File: src/hdl/fbpa_pkg.sv
`timescale 1ns / 1ps
// ----------------------------------------------------------------------------
// fbpa_pkg
// shared types, constants and helpers for the fixed block pool allocator
// ----------------------------------------------------------------------------
package fbpa_pkg;

	localparam int MAX_BLOCKS = 64;
	localparam int IDX_W      = $clog2(MAX_BLOCKS);
	localparam int LINK_W     = $clog2(MAX_BLOCKS + 1);
	localparam int COUNT_W    = 7;
	localparam int SIZE_W     = 8;
	localparam int ADDR_W     = 16;
	localparam int CFG_IDX_W  = 2;
	localparam int CFG_DATA_W = 16;

	typedef enum logic {
		REQ_ALLOC = 1'b0,
		REQ_FREE  = 1'b1
	} req_kind_t;

	typedef enum logic [1:0] {
		STAT_DONE      = 2'd0,
		STAT_EMPTY     = 2'd1,
		STAT_BAD_INDEX = 2'd2
	} status_t;

	typedef enum logic [CFG_IDX_W-1:0] {
		REG_BLOCK_COUNT  = 2'd0,
		REG_BLOCK_SIZE   = 2'd1,
		REG_BASE_ADDRESS = 2'd2
	} cfg_reg_t;

	typedef enum logic {
		ST_IDLE,
		ST_POP
	} state_t;

	typedef struct packed {
		req_kind_t   req_type;
		logic [5:0]  block_index;
	} req_t;

	typedef struct packed {
		status_t     status;
		logic [5:0]  granted_index;
		logic [15:0] block_address;
	} rsp_t;

	// control bundle into the link memory
	typedef struct packed {
		logic              clear;
		logic              we;
		logic [IDX_W-1:0]  waddr;
		logic [LINK_W-1:0] wdata;
		logic              re;
		logic [IDX_W-1:0]  raddr;
	} link_mem_req_t;

	// block count clamped to pool capacity
	function automatic logic [LINK_W-1:0] usable_blocks(input logic [COUNT_W-1:0] count);
		logic [LINK_W-1:0] n;
		if (32'(count) > MAX_BLOCKS) begin
			n = LINK_W'(MAX_BLOCKS);
		end else begin
			n = LINK_W'(count);
		end
		return n;
	endfunction

endpackage

File: src/hdl/fbpa_link_mem.sv
`timescale 1ns / 1ps
// ----------------------------------------------------------------------------
// fbpa_link_mem
// next-link store, one synchronous read port and one write port, with a
// valid bit per entry so a rebuild only has to clear the valid bits
// ----------------------------------------------------------------------------
module fbpa_link_mem (
	input  logic                          clk,
	input  logic                          arst_n,
	input  fbpa_pkg::link_mem_req_t       req,
	output logic [fbpa_pkg::LINK_W-1:0]   rdata
);
	import fbpa_pkg::*;

	logic [LINK_W-1:0]     mem [MAX_BLOCKS];
	logic [MAX_BLOCKS-1:0] valid_q;
	logic [LINK_W-1:0]     mem_rd_s1;
	logic                  hit_s1;
	logic [IDX_W-1:0]      raddr_s1;

	always_ff @(posedge clk) begin
		if (req.we) begin
			mem[req.waddr] <= req.wdata;
		end
		if (req.re) begin
			mem_rd_s1 <= mem[req.raddr];
			raddr_s1  <= req.raddr;
		end
	end

	always_ff @(posedge clk or negedge arst_n) begin
		if (!arst_n) begin
			valid_q <= '0;
			hit_s1  <= 1'b0;
		end else begin
			if (req.clear) begin
				valid_q <= '0;
			end else if (req.we) begin
				valid_q[req.waddr] <= 1'b1;
			end
			if (req.re) begin
				hit_s1 <= valid_q[req.raddr];
			end
		end
	end

	// an unwritten entry i still links to block i - 1, i.e. holds i
	assign rdata = hit_s1 ? mem_rd_s1 : LINK_W'(raddr_s1);

endmodule

File: src/hdl/fixed_block_pool_allocator_unit.sv
`timescale 1ns / 1ps
// ----------------------------------------------------------------------------
// fixed_block_pool_allocator_unit
// the result sits in the output register in the cycle after transfer
// free, empty and bad-index requests leave the unit idle; a granted alloc holds off
//   new requests in ST_POP while the new head's link is read from the link memory
// reset: asynchronous, 64 blocks of 16 bytes at base 0, full free list at once
// a block_count write rebuilds the list through per-entry valid bits
// ----------------------------------------------------------------------------
module fixed_block_pool_allocator_unit (
	input  logic                              clk,
	input  logic                              arst_n,
	// request channel
	input  logic                              req_valid,
	output logic                              req_stall,
	input  fbpa_pkg::req_t                    req_item,
	// response channel
	output logic                              rsp_valid,
	input  logic                              rsp_stall,
	output fbpa_pkg::rsp_t                    rsp_item,
	// configuration write channel
	input  logic                              cfg_valid,
	output logic                              cfg_ready,
	input  logic [fbpa_pkg::CFG_IDX_W-1:0]    cfg_index,
	input  logic [fbpa_pkg::CFG_DATA_W-1:0]   cfg_data
);
	import fbpa_pkg::*;

	// configuration registers
	logic [COUNT_W-1:0] block_count_q;
	logic [SIZE_W-1:0]  block_size_q;
	logic [ADDR_W-1:0]  base_address_q;

	// free list head, link form (index + 1, zero is null)
	logic [LINK_W-1:0]  head_q, head_d;

	state_t             state_q, state_d;

	// output register
	logic               rsp_valid_q;
	rsp_t               rsp_q, rsp_d;

	logic               accept;
	logic               cfg_write;
	logic               head_empty;
	logic [IDX_W-1:0]   granted;
	logic [IDX_W+SIZE_W-1:0] offset;
	logic [LINK_W-1:0]  usable;
	logic [LINK_W-1:0]  link_rdata;
	link_mem_req_t      mem_req;

	fbpa_link_mem u_link_mem (
		.clk    (clk),
		.arst_n (arst_n),
		.req    (mem_req),
		.rdata  (link_rdata)
	);

	// nothing new while a pop waits on its link or the result is held
	assign req_stall = (state_q != ST_IDLE) || (rsp_valid_q && rsp_stall);
	assign accept    = req_valid && !req_stall;
	assign cfg_ready = (state_q == ST_IDLE);
	assign cfg_write = cfg_valid && cfg_ready;

	assign usable     = usable_blocks(block_count_q);
	assign head_empty = (head_q == '0) || (head_q > LINK_W'(MAX_BLOCKS));
	assign granted    = IDX_W'(head_q - LINK_W'(1));
	// narrow product, address wraps at 16 bits
	assign offset     = granted * block_size_q;

	always_comb begin
		state_d      = state_q;
		head_d       = head_q;
		rsp_d        = rsp_q;
		mem_req      = '0;
		unique case (state_q)
			ST_IDLE: begin
				if (accept) begin
					rsp_d = '{status: STAT_DONE, granted_index: '0, block_address: '0};
					if (req_item.req_type == REQ_ALLOC) begin
						if (head_empty) begin
							rsp_d.status = STAT_EMPTY;
						end else begin
							// result is known now, only the new head has to wait
							rsp_d.granted_index = 6'(granted);
							rsp_d.block_address = base_address_q + ADDR_W'(offset);
							mem_req.re    = 1'b1;
							mem_req.raddr = granted;
							state_d       = ST_POP;
						end
					end else begin
						if (LINK_W'(req_item.block_index) >= usable) begin
							rsp_d.status = STAT_BAD_INDEX;
						end else begin
							// push: freed block links to old head
							mem_req.we    = 1'b1;
							mem_req.waddr = IDX_W'(req_item.block_index);
							mem_req.wdata = head_q;
							head_d        = LINK_W'(req_item.block_index) + LINK_W'(1);
						end
					end
				end
				if (cfg_write && cfg_index == REG_BLOCK_COUNT) begin
					// rebuild: highest block first, every link back to its default
					mem_req.clear = 1'b1;
					head_d        = usable_blocks(cfg_data[COUNT_W-1:0]);
				end
			end
			ST_POP: begin
				head_d  = link_rdata;
				state_d = ST_IDLE;
			end
			default: begin
				state_d = ST_IDLE;
			end
		endcase
	end

	always_ff @(posedge clk or negedge arst_n) begin
		if (!arst_n) begin
			state_q <= ST_IDLE;
		end else begin
			state_q <= state_d;
		end
	end

	always_ff @(posedge clk or negedge arst_n) begin
		if (!arst_n) begin
			head_q         <= usable_blocks(COUNT_W'(64));
			block_count_q  <= COUNT_W'(64);
			block_size_q   <= SIZE_W'(16);
			base_address_q <= '0;
			rsp_valid_q    <= 1'b0;
		end else begin
			head_q <= head_d;
			if (cfg_write) begin
				unique case (cfg_index)
					REG_BLOCK_COUNT:  block_count_q  <= cfg_data[COUNT_W-1:0];
					REG_BLOCK_SIZE:   block_size_q   <= cfg_data[SIZE_W-1:0];
					REG_BASE_ADDRESS: base_address_q <= cfg_data[ADDR_W-1:0];
					default: begin
						// index past the register list is dropped
					end
				endcase
			end
			if (accept) begin
				rsp_valid_q <= 1'b1;
			end else if (!rsp_stall) begin
				rsp_valid_q <= 1'b0;
			end
		end
	end

	// payload only, no reset needed
	always_ff @(posedge clk) begin
		if (accept) begin
			rsp_q <= rsp_d;
		end
	end

	assign rsp_valid = rsp_valid_q;
	assign rsp_item  = rsp_q;

endmodule

File: config.mk
export PLATFORM = sky130hd
export DESIGN_NAME = fixed_block_pool_allocator_unit
export DESIGN_NICKNAME = d
export VERILOG_FILES = /design/src/hdl/fbpa_pkg.sv /design/src/hdl/fbpa_link_mem.sv /design/src/hdl/fixed_block_pool_allocator_unit.sv
export SDC_FILE = /design/constraint.sdc
export NUM_CORES = 1
export LEC_CHECK = 0
export BUFFER_PORTS_ARGS = -buffer_cell sky130_fd_sc_hd__buf_2
export CORE_MARGIN = 3
export CORE_UTILIZATION = 45
export DETAILED_ROUTE_END_ITERATION = 16
export SLEW_MARGIN = 15
export SYNTH_ARGS = -nofsm -noshare
export SYNTH_HDL_FRONTEND = slang
export SYNTH_SLANG_ARGS = --single-unit
File: constraint.sdc
create_clock -name clk -period 13.46 [get_ports clk]
set_input_delay 2.692 -clock clk [delete_from_list [all_inputs] [get_ports clk]]
set_output_delay 2.692 -clock clk [all_outputs]
set_load 0.03 [all_outputs]
==> results of run 1 <==
==> path summary, 6_finish.rpt <==
| kind | start | endpoint | slack [ns] | cells after the start |
|---|---|---|---|---|
| worst max register to register | head_q[0] | u_link_mem.mem_rd_s1[2] | 6.66 | 14 |
| worst min register to register | u_link_mem.valid_q[36] | u_link_mem.valid_q[36] | 0.49 | 1 |
| worst min-delay path | u_link_mem.valid_q[36] | u_link_mem.valid_q[36] | 0.49 | 1 |
| min in group asynchronous | arst_n | base_address_q[15] | 2.07 | 1 |
| max in group asynchronous | arst_n | u_link_mem.valid_q[48] | 9.97 | 2 |
| worst max-delay path | rsp_stall | u_link_mem.mem_rd_s1[2] | 6.32 | 13 |
==> per-layer routing <==
| layer | up-vias | track usage (%) | routed length, um |
|---|---|---|---|
| met5 | - | 0 | 0 |
| met4 | 0 | 6.26 | 1710 |
| met3 | 113 | 4.06 | 5530 |
| met2 | 711 | 37.0 | 33200 |
| met1 | 8446 | 31.8 | 29900 |
| li1 | 7410 | - | - |
==> state kept, by name, summed over array words and instances (netlist names) <==
| name | count |
|---|---|
| base_address_q | 16 |
| block_count_q | 7 |
| block_size_q | 8 |
| head_q | 7 |
| rsp_item | 24 |
| rsp_valid | 1 |
| state_q | 1 |
| u_link_mem.hit_s1 | 1 |
| u_link_mem.mem | 448 |
| u_link_mem.mem_rd_s1 | 7 |
| u_link_mem.raddr_s1 | 6 |
| u_link_mem.valid_q | 64 |
==> report_power, final <==
part	switching (mW)	internal, mW
Combinational	1.79	1.17
Clock	0.698	0.915
Sequential	0.0666	2.14
==> cell type report <==
class | count | share of cell area, %
Clock buffer | 79 | 5.46
Clock inverter | 34 | 0.994
Inverter | 100 | 1.31
Multi-Input combinational cell | 1133 | 28.5
Sequential cell | 590 | 58.6
Tap cell | 765 | 3.26
Timing Repair Buffer | 91 | 1.86
==> cells by family (layout without fill, tap and decap cells) <==
family	count (synthesis)	count (layout)	synth area share (%)
adder cells (fa/ha/maj)	76	76	4.62
AO/OA/AOI/OAI	399	399	11.1
XOR/XNOR	23	23	0.762
flip-flops	590	590	65.1
multiplexers	138	138	5.48
buffers and inverters	228	304	3.75
AND/OR/NAND/NOR	497	497	9.24
==> synthesized netlist by cell type, types with 3 or more instances <==
| library cell | n | area, um^2 |
|---|---|---|
| o21ai_0 | 20 | 100 |
| mux2_2 | 52 | 586 |
| dfrtp_1 | 102 | 2550 |
| xor2_1 | 10 | 87.6 |
| a21o_1 | 7 | 52.6 |
| a31oi_1 | 35 | 219 |
| nor4_1 | 10 | 62.6 |
| o22ai_1 | 89 | 557 |
| edfxtp_1 | 485 | 14600 |
| fa_1 | 36 | 721 |
| buf_2 | 27 | 135 |
| o21a_1 | 65 | 488 |
| o31ai_1 | 4 | 30.0 |
| o221ai_1 | 60 | 526 |
| o211ai_1 | 48 | 360 |
| inv_1 | 95 | 357 |
| and2_1 | 25 | 156 |
| a211oi_1 | 4 | 30.0 |
| and3b_1 | 15 | 131 |
| nand4_1 | 4 | 25.0 |
| a221oi_1 | 14 | 123 |
| nor2_1 | 100 | 375 |
| xnor2_1 | 13 | 114 |
| mux2i_1 | 85 | 851 |
| a21oi_1 | 16 | 80.1 |
| buf_6 | 11 | 124 |
| nand3_1 | 19 | 95.1 |
| nor3_1 | 14 | 70.1 |
| ha_1 | 40 | 500 |
| nand2b_1 | 15 | 93.8 |
| clkbuf_1 | 79 | 297 |
| or3_1 | 45 | 282 |
| buf_1 | 7 | 26.3 |
| dfstp_2 | 3 | 78.8 |
| nor3b_1 | 7 | 52.6 |
| buf_4 | 4 | 30.0 |
| nand2_1 | 184 | 691 |
| o2111a_1 | 15 | 169 |
| nor2b_1 | 14 | 87.6 |
| and3_1 | 31 | 194 |
| a22oi_1 | 5 | 37.5 |
==> metrics by stage <==
step	hold slack, ns	utilization (%)	instance area, um^2	worst slack [ns]
final	0.490	50.6	29300	6.32
after global routing	0.503	50.6	29300	6.04
after CTS	0.489	50.6	29300	6.42
after detailed placement	0.476	47.4	27400	5.76
after global placement	0.470	47.3	27400	5.90
after floorplan	0.456	-	26400	7.36
==> results_dict.tcl, run 1 <==
set metrics [dict create \
    layout-drive-gt1-share_pct 13.0 \
    floorplan.rows 88 \
    finalHoldViolations 0 \
    most-common-layout-cells "edfxtp_1, nand2_1, dfrtp_1" \
    clock-root-buffer "clkbuf_16" \
    cts_post_setup_buffers_inserted 0 \
    number_of_buffers_added_by_the_clock_tree_synthesis_step 60 \
    irDropWorstVdd_mv 0.245 \
    slew_headroom_pct 20.6 \
    ant_nets 0 \
    layout.cells.most_common "edfxtp_1" \
    layout.filler_cells 5050 \
    die_area_um2 61700 \
    crit_fanout 102 \
    wl_per_instance_um 25.2 \
    synth-edff-count 485 \
    first_pass_iters 6 \
    seq_area_frac_synth_pct 65.1 \
    worst_path_required_time_ns 13.90 \
    reg_area_um2 17200 \
    gpl.final_weighted_congestion 0.854 \
    synth.net_count 2057 \
    ctsResizeCount 0 \
    crit_path_top_delay_cell "buf_4" \
    cts_sinks 590 \
    layout_min_cycle_time_ns 7.14 \
    tot_gr_track_use_pct 22.8 \
    drt-vias-per-instance 5.97 \
    vias 16700 \
    post_synth_num_cell_types 71 \
    worst_skew_pair.late_latency_ns 0.64 \
    grt.overflow.total 0 \
    clock_tree_skew_after_final_layout_ns 0.0275 \
    cap_violations 0 \
    cts.hold.buffers_added 0 \
    synth_area_um2 26400 \
    syn2layout_area_growth_pct 11.0 \
    critPathMaxStageDelay_ns 0.86 \
    rsz0062_at_grt "no" \
    powerDensity_nw_per_um2 231 \
    layoutNonFillerInstCount 2792 \
    finalSetupViolations 0 \
    total_power_mw 6.77 \
    place.detailed.instances 2679 \
    status "complete, no violations" \
    ys_warn_count 0 \
    critical_path_class "primary input to register" \
    routed_wirelength_um 70300 \
    fp.dieW_um 248 \
    cts_max_level 2 \
    critPathLaunchType "primary input" \
    grt_max_degree 103 \
    drt_first_iter_violations 1650 \
    crit_buf_inv 4 \
    arrival_time_worst_endpoint_ns 7.59 \
    initial_core_util_pct 45.6 \
    io-pin-count 57 \
    crit_family "buffers and inverters" \
    final_worst_path_cycle_share_pct 53.1 \
    dpl.hpwl_um 44000 \
    ys_ff_latch 590 \
    max_freq_mhz 140 \
    finalMaxSlewViolations 0 \
    ctsLongestPathBuffers 3 \
    placeableCoreArea_um2 57900 \
    grt_pass1_wl_um 105000 \
    multi_input_area_um2 8350 \
    worstPathCellList "buf_2, a21oi_1, and3_1, nand3_4, inv_4, nand2_4, inv_6, buf_4, o221ai_1, o211ai_1, and3b_1, nor4_1, o221ai_1" \
    crit_path_end_kind "register" \
    synth_area_per_cell_um2 13.5 \
    async_flop_share_pct 17.8 \
    first_global_vias 16500 \
    power.static_leakage_nw 10.8 \
    synth_cells 1951 \
    placement.io_buffers 56 \
    ys.flop_type "edfxtp_1" \
    cts_tree "yes" \
    timing_worst_slew_pin_value_ns 1.19 \
    min_path_type "register to register" \
    path_clk_slew_ns 0.06 \
    antennaDiodeCount 0 \
    critical_path.most_common_cell "o221ai_1" \
    final_nets 2082 \
    die_span_y_um 248 \
    drc_errors 0 \
    antenna_found_initial 0 \
    totalNegativeSetupSlack_ns 0 \
]
(Power assumes the default switching activity.)
==> run 2: changes to the inputs <==
clock period = 6.3 ns   (was 13.46 ns; I/O delays follow)
==> results_dict.tcl, run 2 (same netlist as run 1, synthesis figures left out) <==
set metrics [dict create \
    cts_post_setup_buffers_inserted 0 \
    status "complete, no violations" \
    vias 16500 \
    critical_path_class "register to register" \
    worst_skew_pair.late_latency_ns 0.62 \
    timing.reg2reg.worst_path_depth 21 \
    grt.overflow.total 0 \
    cts.hold.buffers_added 0 \
    finalHoldViolations 0 \
    cts_sinks 590 \
    holdWs_ns 0.490 \
    ant_nets 0 \
    max_freq_mhz 176 \
    layout_min_cycle_time_ns 5.69 \
    io-pin-count 57 \
    placeableCoreArea_um2 57900 \
    floorplan.rows 88 \
    worst_hold_startpoint "u_link_mem.valid_q[63]" \
    ctsResizeCount 0 \
    clock_tree_skew_after_final_layout_ns 0.0209 \
    finalSetupViolations 0 \
    most-common-layout-cells "edfxtp_1, nand2_1, dfrtp_1" \
    timing_worst_slew_pin_value_ns 1.06 \
    die_area_um2 61700 \
    cts_tree "yes" \
    regToRegEndpoint "rsp_item[15]" \
    crit_fanout 8 \
    tot_gr_track_use_pct 21.9 \
    final_nets 2097 \
    rsz0062_at_grt "no" \
    placement.io_buffers 56 \
    number_of_buffers_added_by_the_clock_tree_synthesis_step 58 \
    critPathLaunchType "register" \
    layout-drive-gt1-share_pct 13.5 \
    powerDensity_nw_per_um2 488 \
    antennaDiodeCount 0 \
    crit_path_end_kind "register" \
    finalMaxSlewViolations 0 \
    r2r_setup_slack_ns 0.61 \
    first_pass_iters 5 \
    wl_per_instance_um 24.0 \
    totalNegativeSetupSlack_ns 0 \
    layout.filler_cells 4968 \
    grt_max_degree 106 \
    gpl.final_weighted_congestion 0.882 \
    layoutNonFillerInstCount 2806 \
    drt_first_iter_violations 1570 \
    largest_register_ffs 448 \
    cap_violations 0 \
    hold-path-endpoint "u_link_mem.valid_q[63]" \
    clock-root-buffer "clkbuf_16" \
    worst_path_required_time_ns 6.65 \
    die_span_y_um 248 \
    routed_wirelength_um 67400 \
    irDropWorstVdd_mv 0.685 \
    min_delay_path_depth 1 \
    min_path_type "register to register" \
    power.static_leakage_nw 10.9 \
    slew_headroom_pct 29.4 \
    path_clk_slew_ns 0.06 \
    worstReg2RegStart "head_q[3]" \
    place.detailed.instances 2696 \
    first_global_vias 16000 \
    arrival_time_worst_endpoint_ns 6.04 \
    setup_crit_start "head_q[3]" \
    final_worst_path_cycle_share_pct 90.4 \
    cts_max_level 2 \
    ctsLongestPathBuffers 3 \
    antenna_found_initial 0 \
    initial_core_util_pct 45.6 \
    syn2layout_area_growth_pct 11.6 \
    grt_pass1_wl_um 102000 \
    drt-vias-per-instance 5.89 \
    drc_errors 0 \
    total_power_mw 14.4 \
    max_flop_register "u_link_mem.mem" \
    dpl.hpwl_um 42800 \
    fp.dieW_um 248 \
    layout.cells.most_common "edfxtp_1" \
]
==> run 2: changes by cell type in the layout (fill, tap and decap cells not counted), moves of 2 or more <==
| cell | previous run | this run |
|---|---|---|
| bufinv_16 | 4 | 2 |
| inv_6 | 4 | 2 |
| nor3_2 | 5 | 0 |
| buf_4 | 36 | 44 |
| buf_12 | 0 | 9 |
| clkinv_1 | 17 | 13 |
| clkbuf_8 | 3 | 9 |
| nor3_1 | 9 | 14 |
==> run 2: power breakdown <==
group	total [mW]	internal [mW]	leakage, nW	switching [mW]
sequential	4.69	4.56	6.13	0.124
clock	3.36	1.91	0.906	1.45
combinational	6.35	2.54	3.86	3.82
total	14.4	9.01	10.9	5.39
==> run 2: how the worst max path moves through the flow <==
stage                               to
after CTS                 rsp_item[14]
after global placement    rsp_item[15]
after detailed placement  rsp_item[15]
after global routing      rsp_item[15]
after floorplan           rsp_item[15]
final                     rsp_item[15]
==> run 2: worst max-delay path, cell delays in order, from the launching register on <==
cell and delay (ns):
dfrtp_1 0.45, or3_4 0.43, or3_1 0.43, xnor2_1 0.20
buf_4 0.19, nand2_1 0.07, fa_1 0.40, fa_1 0.51
inv_1 0.05, fa_1 0.47, inv_1 0.05, fa_1 0.47
inv_1 0.04, ha_1 0.31, or2_2 0.32, a21oi_1 0.15
inv_1 0.07, a31oi_1 0.23, a21oi_1 0.14, a31oi_1 0.21
xor2_1 0.17, nor2_1 0.05
==> run 2: routing by layer <==
layer / part of all wire (%) / wire (um) / track usage [%] / up-vias
met4: 2.8 / 1860 / 6.64 / 0
met3: 6.5 / 4390 / 3.06 / 110
li1: - / - / - / 7446
met2: 47 / 31700 / 34.6 / 585
met1: 44 / 29500 / 31.6 / 8380
met5: 0 / 0 / 0 / -
==> run 2: layout make-up <==
class	instances	area (um^2)	area share [%]
Inverter	100	385	1.31
Clock inverter	26	190	0.645
Tap cell	765	957	3.25
Multi-Input combinational cell	1133	8320	28.2
Timing Repair Buffer	108	786	2.66
Clock buffer	84	1660	5.63
Sequential cell	590	17200	58.3
==> run 2: stage by stage <==
stage	worst slack, ns	cell area (um^2)	utilization [%]
after floorplan	0.683	26400	-
after global placement	0.698	27600	47.7
after detailed placement	0.669	27600	47.7
after CTS	0.649	29500	50.9
after global routing	0.262	29500	50.9
final	0.605	29500	50.9
==> run 3: changes to the inputs <==
--- a/config.mk
+++ b/config.mk
@@ -7,5 +7,5 @@
 export LEC_CHECK = 0
 export BUFFER_PORTS_ARGS = -buffer_cell sky130_fd_sc_hd__buf_2
-export CORE_MARGIN = 3
+export CORE_MARGIN = 2
 export CORE_UTILIZATION = 45
 export DETAILED_ROUTE_END_ITERATION = 16
==> constraint.sdc (replaced) <==
create_clock -name clk -period 6.3 [get_ports clk]
set_input_delay 0.63 -clock clk [delete_from_list [all_inputs] [get_ports clk]]
set_output_delay 0.63 -clock clk [all_outputs]
set_load 0.03 [all_outputs]
==> results_dict.tcl, run 3 (same netlist as run 1, synthesis figures left out) <==
set metrics [dict create \
    ctsResizeCount 0 \
    cts_tree "yes" \
    total_power_mw 14.6 \
    gpl.final_weighted_congestion 0.907 \
    final_worst_path_cycle_share_pct 90.7 \
    max_freq_mhz 175 \
    floorplan.rows 88 \
    switching_share_pct 36.8 \
    cts_max_level 2 \
    number_of_buffers_added_by_the_clock_tree_synthesis_step 59 \
    power.static_leakage_nw 10.9 \
    finalMaxSlewViolations 0 \
    die_area_um2 60700 \
    die_span_y_um 246 \
    cap_violations 0 \
    timing.critical_path.to "rsp_item[15]" \
    timing.reg2reg.worst_path_depth 21 \
    slew_headroom_pct 22.3 \
    worstPathCellList "or3_4, or3_1, xnor2_1, buf_4, nand2_1, fa_1, fa_1, inv_1, fa_1, inv_1, fa_1, inv_1, ha_1, or2_2, a21oi_1, inv_1, a31oi_1, a21oi_1, a31oi_1, xor2_1, nor2_1" \
    holdWs_ns 0.0410 \
    critical_path_class "register to register" \
    drc_errors 0 \
    placement.io_buffers 56 \
    cts_post_setup_buffers_inserted 0 \
    clock_tree_skew_after_final_layout_ns 0.0173 \
    wl_per_instance_um 24.1 \
    tot_gr_track_use_pct 22.2 \
    finalHoldViolations 0 \
    drt_first_iter_violations 1593 \
    io-pin-count 57 \
    worst_slack_ns 0.585 \
    min_path_type "primary input to async pin" \
    p_sw_mw 5.37 \
    critPathMaxStageDelay_ns 0.52 \
    rsz0062_at_grt "no" \
    layout_min_cycle_time_ns 5.71 \
    pwr-share-seq_pct 32.2 \
    placeableCoreArea_um2 57900 \
    critPathLaunchType "register" \
    totalNegativeSetupSlack_ns 0 \
    fin_area_um2 29500 \
    max_flop_register "u_link_mem.mem" \
    placement.setup.worst_slack_ns 0.625 \
    layout.core_utilization_pct 51.0 \
    first_pass_iters 7 \
    first_global_vias 16200 \
    irDropWorstVdd_mv 0.739 \
    layout-drive-gt1-share_pct 13.4 \
    path_clk_slew_ns 0.06 \
    syn2layout_area_growth_pct 11.7 \
    layout.cells.most_common "edfxtp_1" \
    finalSetupViolations 0 \
    ant_nets 0 \
    fp.dieW_um 246 \
    ctsLongestPathBuffers 3 \
    regToRegEndpoint "rsp_item[15]" \
    worstReg2RegStart "head_q[3]" \
    worst_path_required_time_ns 6.65 \
    pwr-share-comb_pct 43.2 \
    final_nets 2093 \
    routed_wirelength_um 67600 \
    powerDensity_nw_per_um2 494 \
    grt_max_degree 91 \
    p_clk_share_pct 24.6 \
    crit_fanout 8 \
    place.detailed.instances 2691 \
    r2r_setup_slack_ns 0.59 \
    status "complete, no violations" \
    drt-vias-per-instance 5.93 \
    grt.overflow.total 0 \
    largest_register_ffs 448 \
    crit_path_top_delay_cell "fa_1" \
    worst_skew_pair.late_latency_ns 0.63 \
    arrival_time_worst_endpoint_ns 6.06 \
    layoutNonFillerInstCount 2803 \
    initial_core_util_pct 45.6 \
    clock-root-buffer "clkbuf_16" \
    antenna_found_initial 0 \
    most-common-layout-cells "edfxtp_1, nand2_1, dfrtp_1" \
    timing_worst_slew_pin_value_ns 1.16 \
    setup_crit_start "head_q[3]" \
    intPower_mw 9.20 \
    grt_pass1_wl_um 102000 \
    crit_path_end_kind "register" \
    cts_sinks 590 \
    vias 16600 \
    post_dp_cell_area_um2 27500 \
    cts.hold.buffers_added 0 \
    dpl.hpwl_um 42600 \
]
[run 3: cell count changes in the layout (fill, tap and decap cells not counted), moves of 2 or more]
cell | before | now
buf_4 | 44 | 47
buf_12 | 9 | 1
clkbuf_8 | 9 | 4
clkinv_1 | 13 | 15
nor3_2 | 0 | 4
nor3_1 | 14 | 10
nor2_2 | 2 | 0
nor2_1 | 98 | 100
bufinv_16 | 2 | 8
[run 3: cell type report]
class                      count  area [um^2]
antenna                        1         2.50
timing repair buffer         103          648
clock inverter                32          372
fill                        4969        28400
clock buffer                  79         1610
sequential                   590        17200
inverter                     100          385
multi-input combinational   1133         8340
tap                          765          957
[run 3: power by group through the flow]
stage / registers, mW / logic (mW) / clock network, mW
after global placement: 4.76 / 6.14 / 0
final: 4.69 / 6.29 / 3.58
after detailed placement: 4.77 / 6.25 / 0
after CTS: 4.69 / 6.28 / 3.64
after floorplan: 4.83 / 4.74 / 0
after global routing: 4.71 / 7.12 / 3.78
[run 3: worst min path at each step]
stage,to,slack (ns),cells after the start
floorplan,base_address_q[0],0.33,0
global placement,rsp_valid,0.47,2
detailed placement,u_link_mem.valid_q[5],0.48,1
CTS,base_address_q[14],0.06,1
global route,base_address_q[14],0.09,1
finish,base_address_q[14],0.04,1
[run 3: worst max-delay path: cells and delay by family (launching register included)]
kind            cells  cell delay (ns)
simple gates        5             1.30
xor+xnor            2             0.37
buf+inv             5             0.40
fa+ha+maj           5             2.16
compound gates      4             0.75
flops               1             0.45
[run 3: routing by layer]
metal / GRT usage [%] / up-vias / share of wire, %
met5: 0 / - / 0
met4: 6.93 / 0 / 2.9
met3: 3.12 / 101 / 5.9
met2: 35.7 / 597 / 47
met1: 31.5 / 8494 / 44
li1: - / 7438 / -
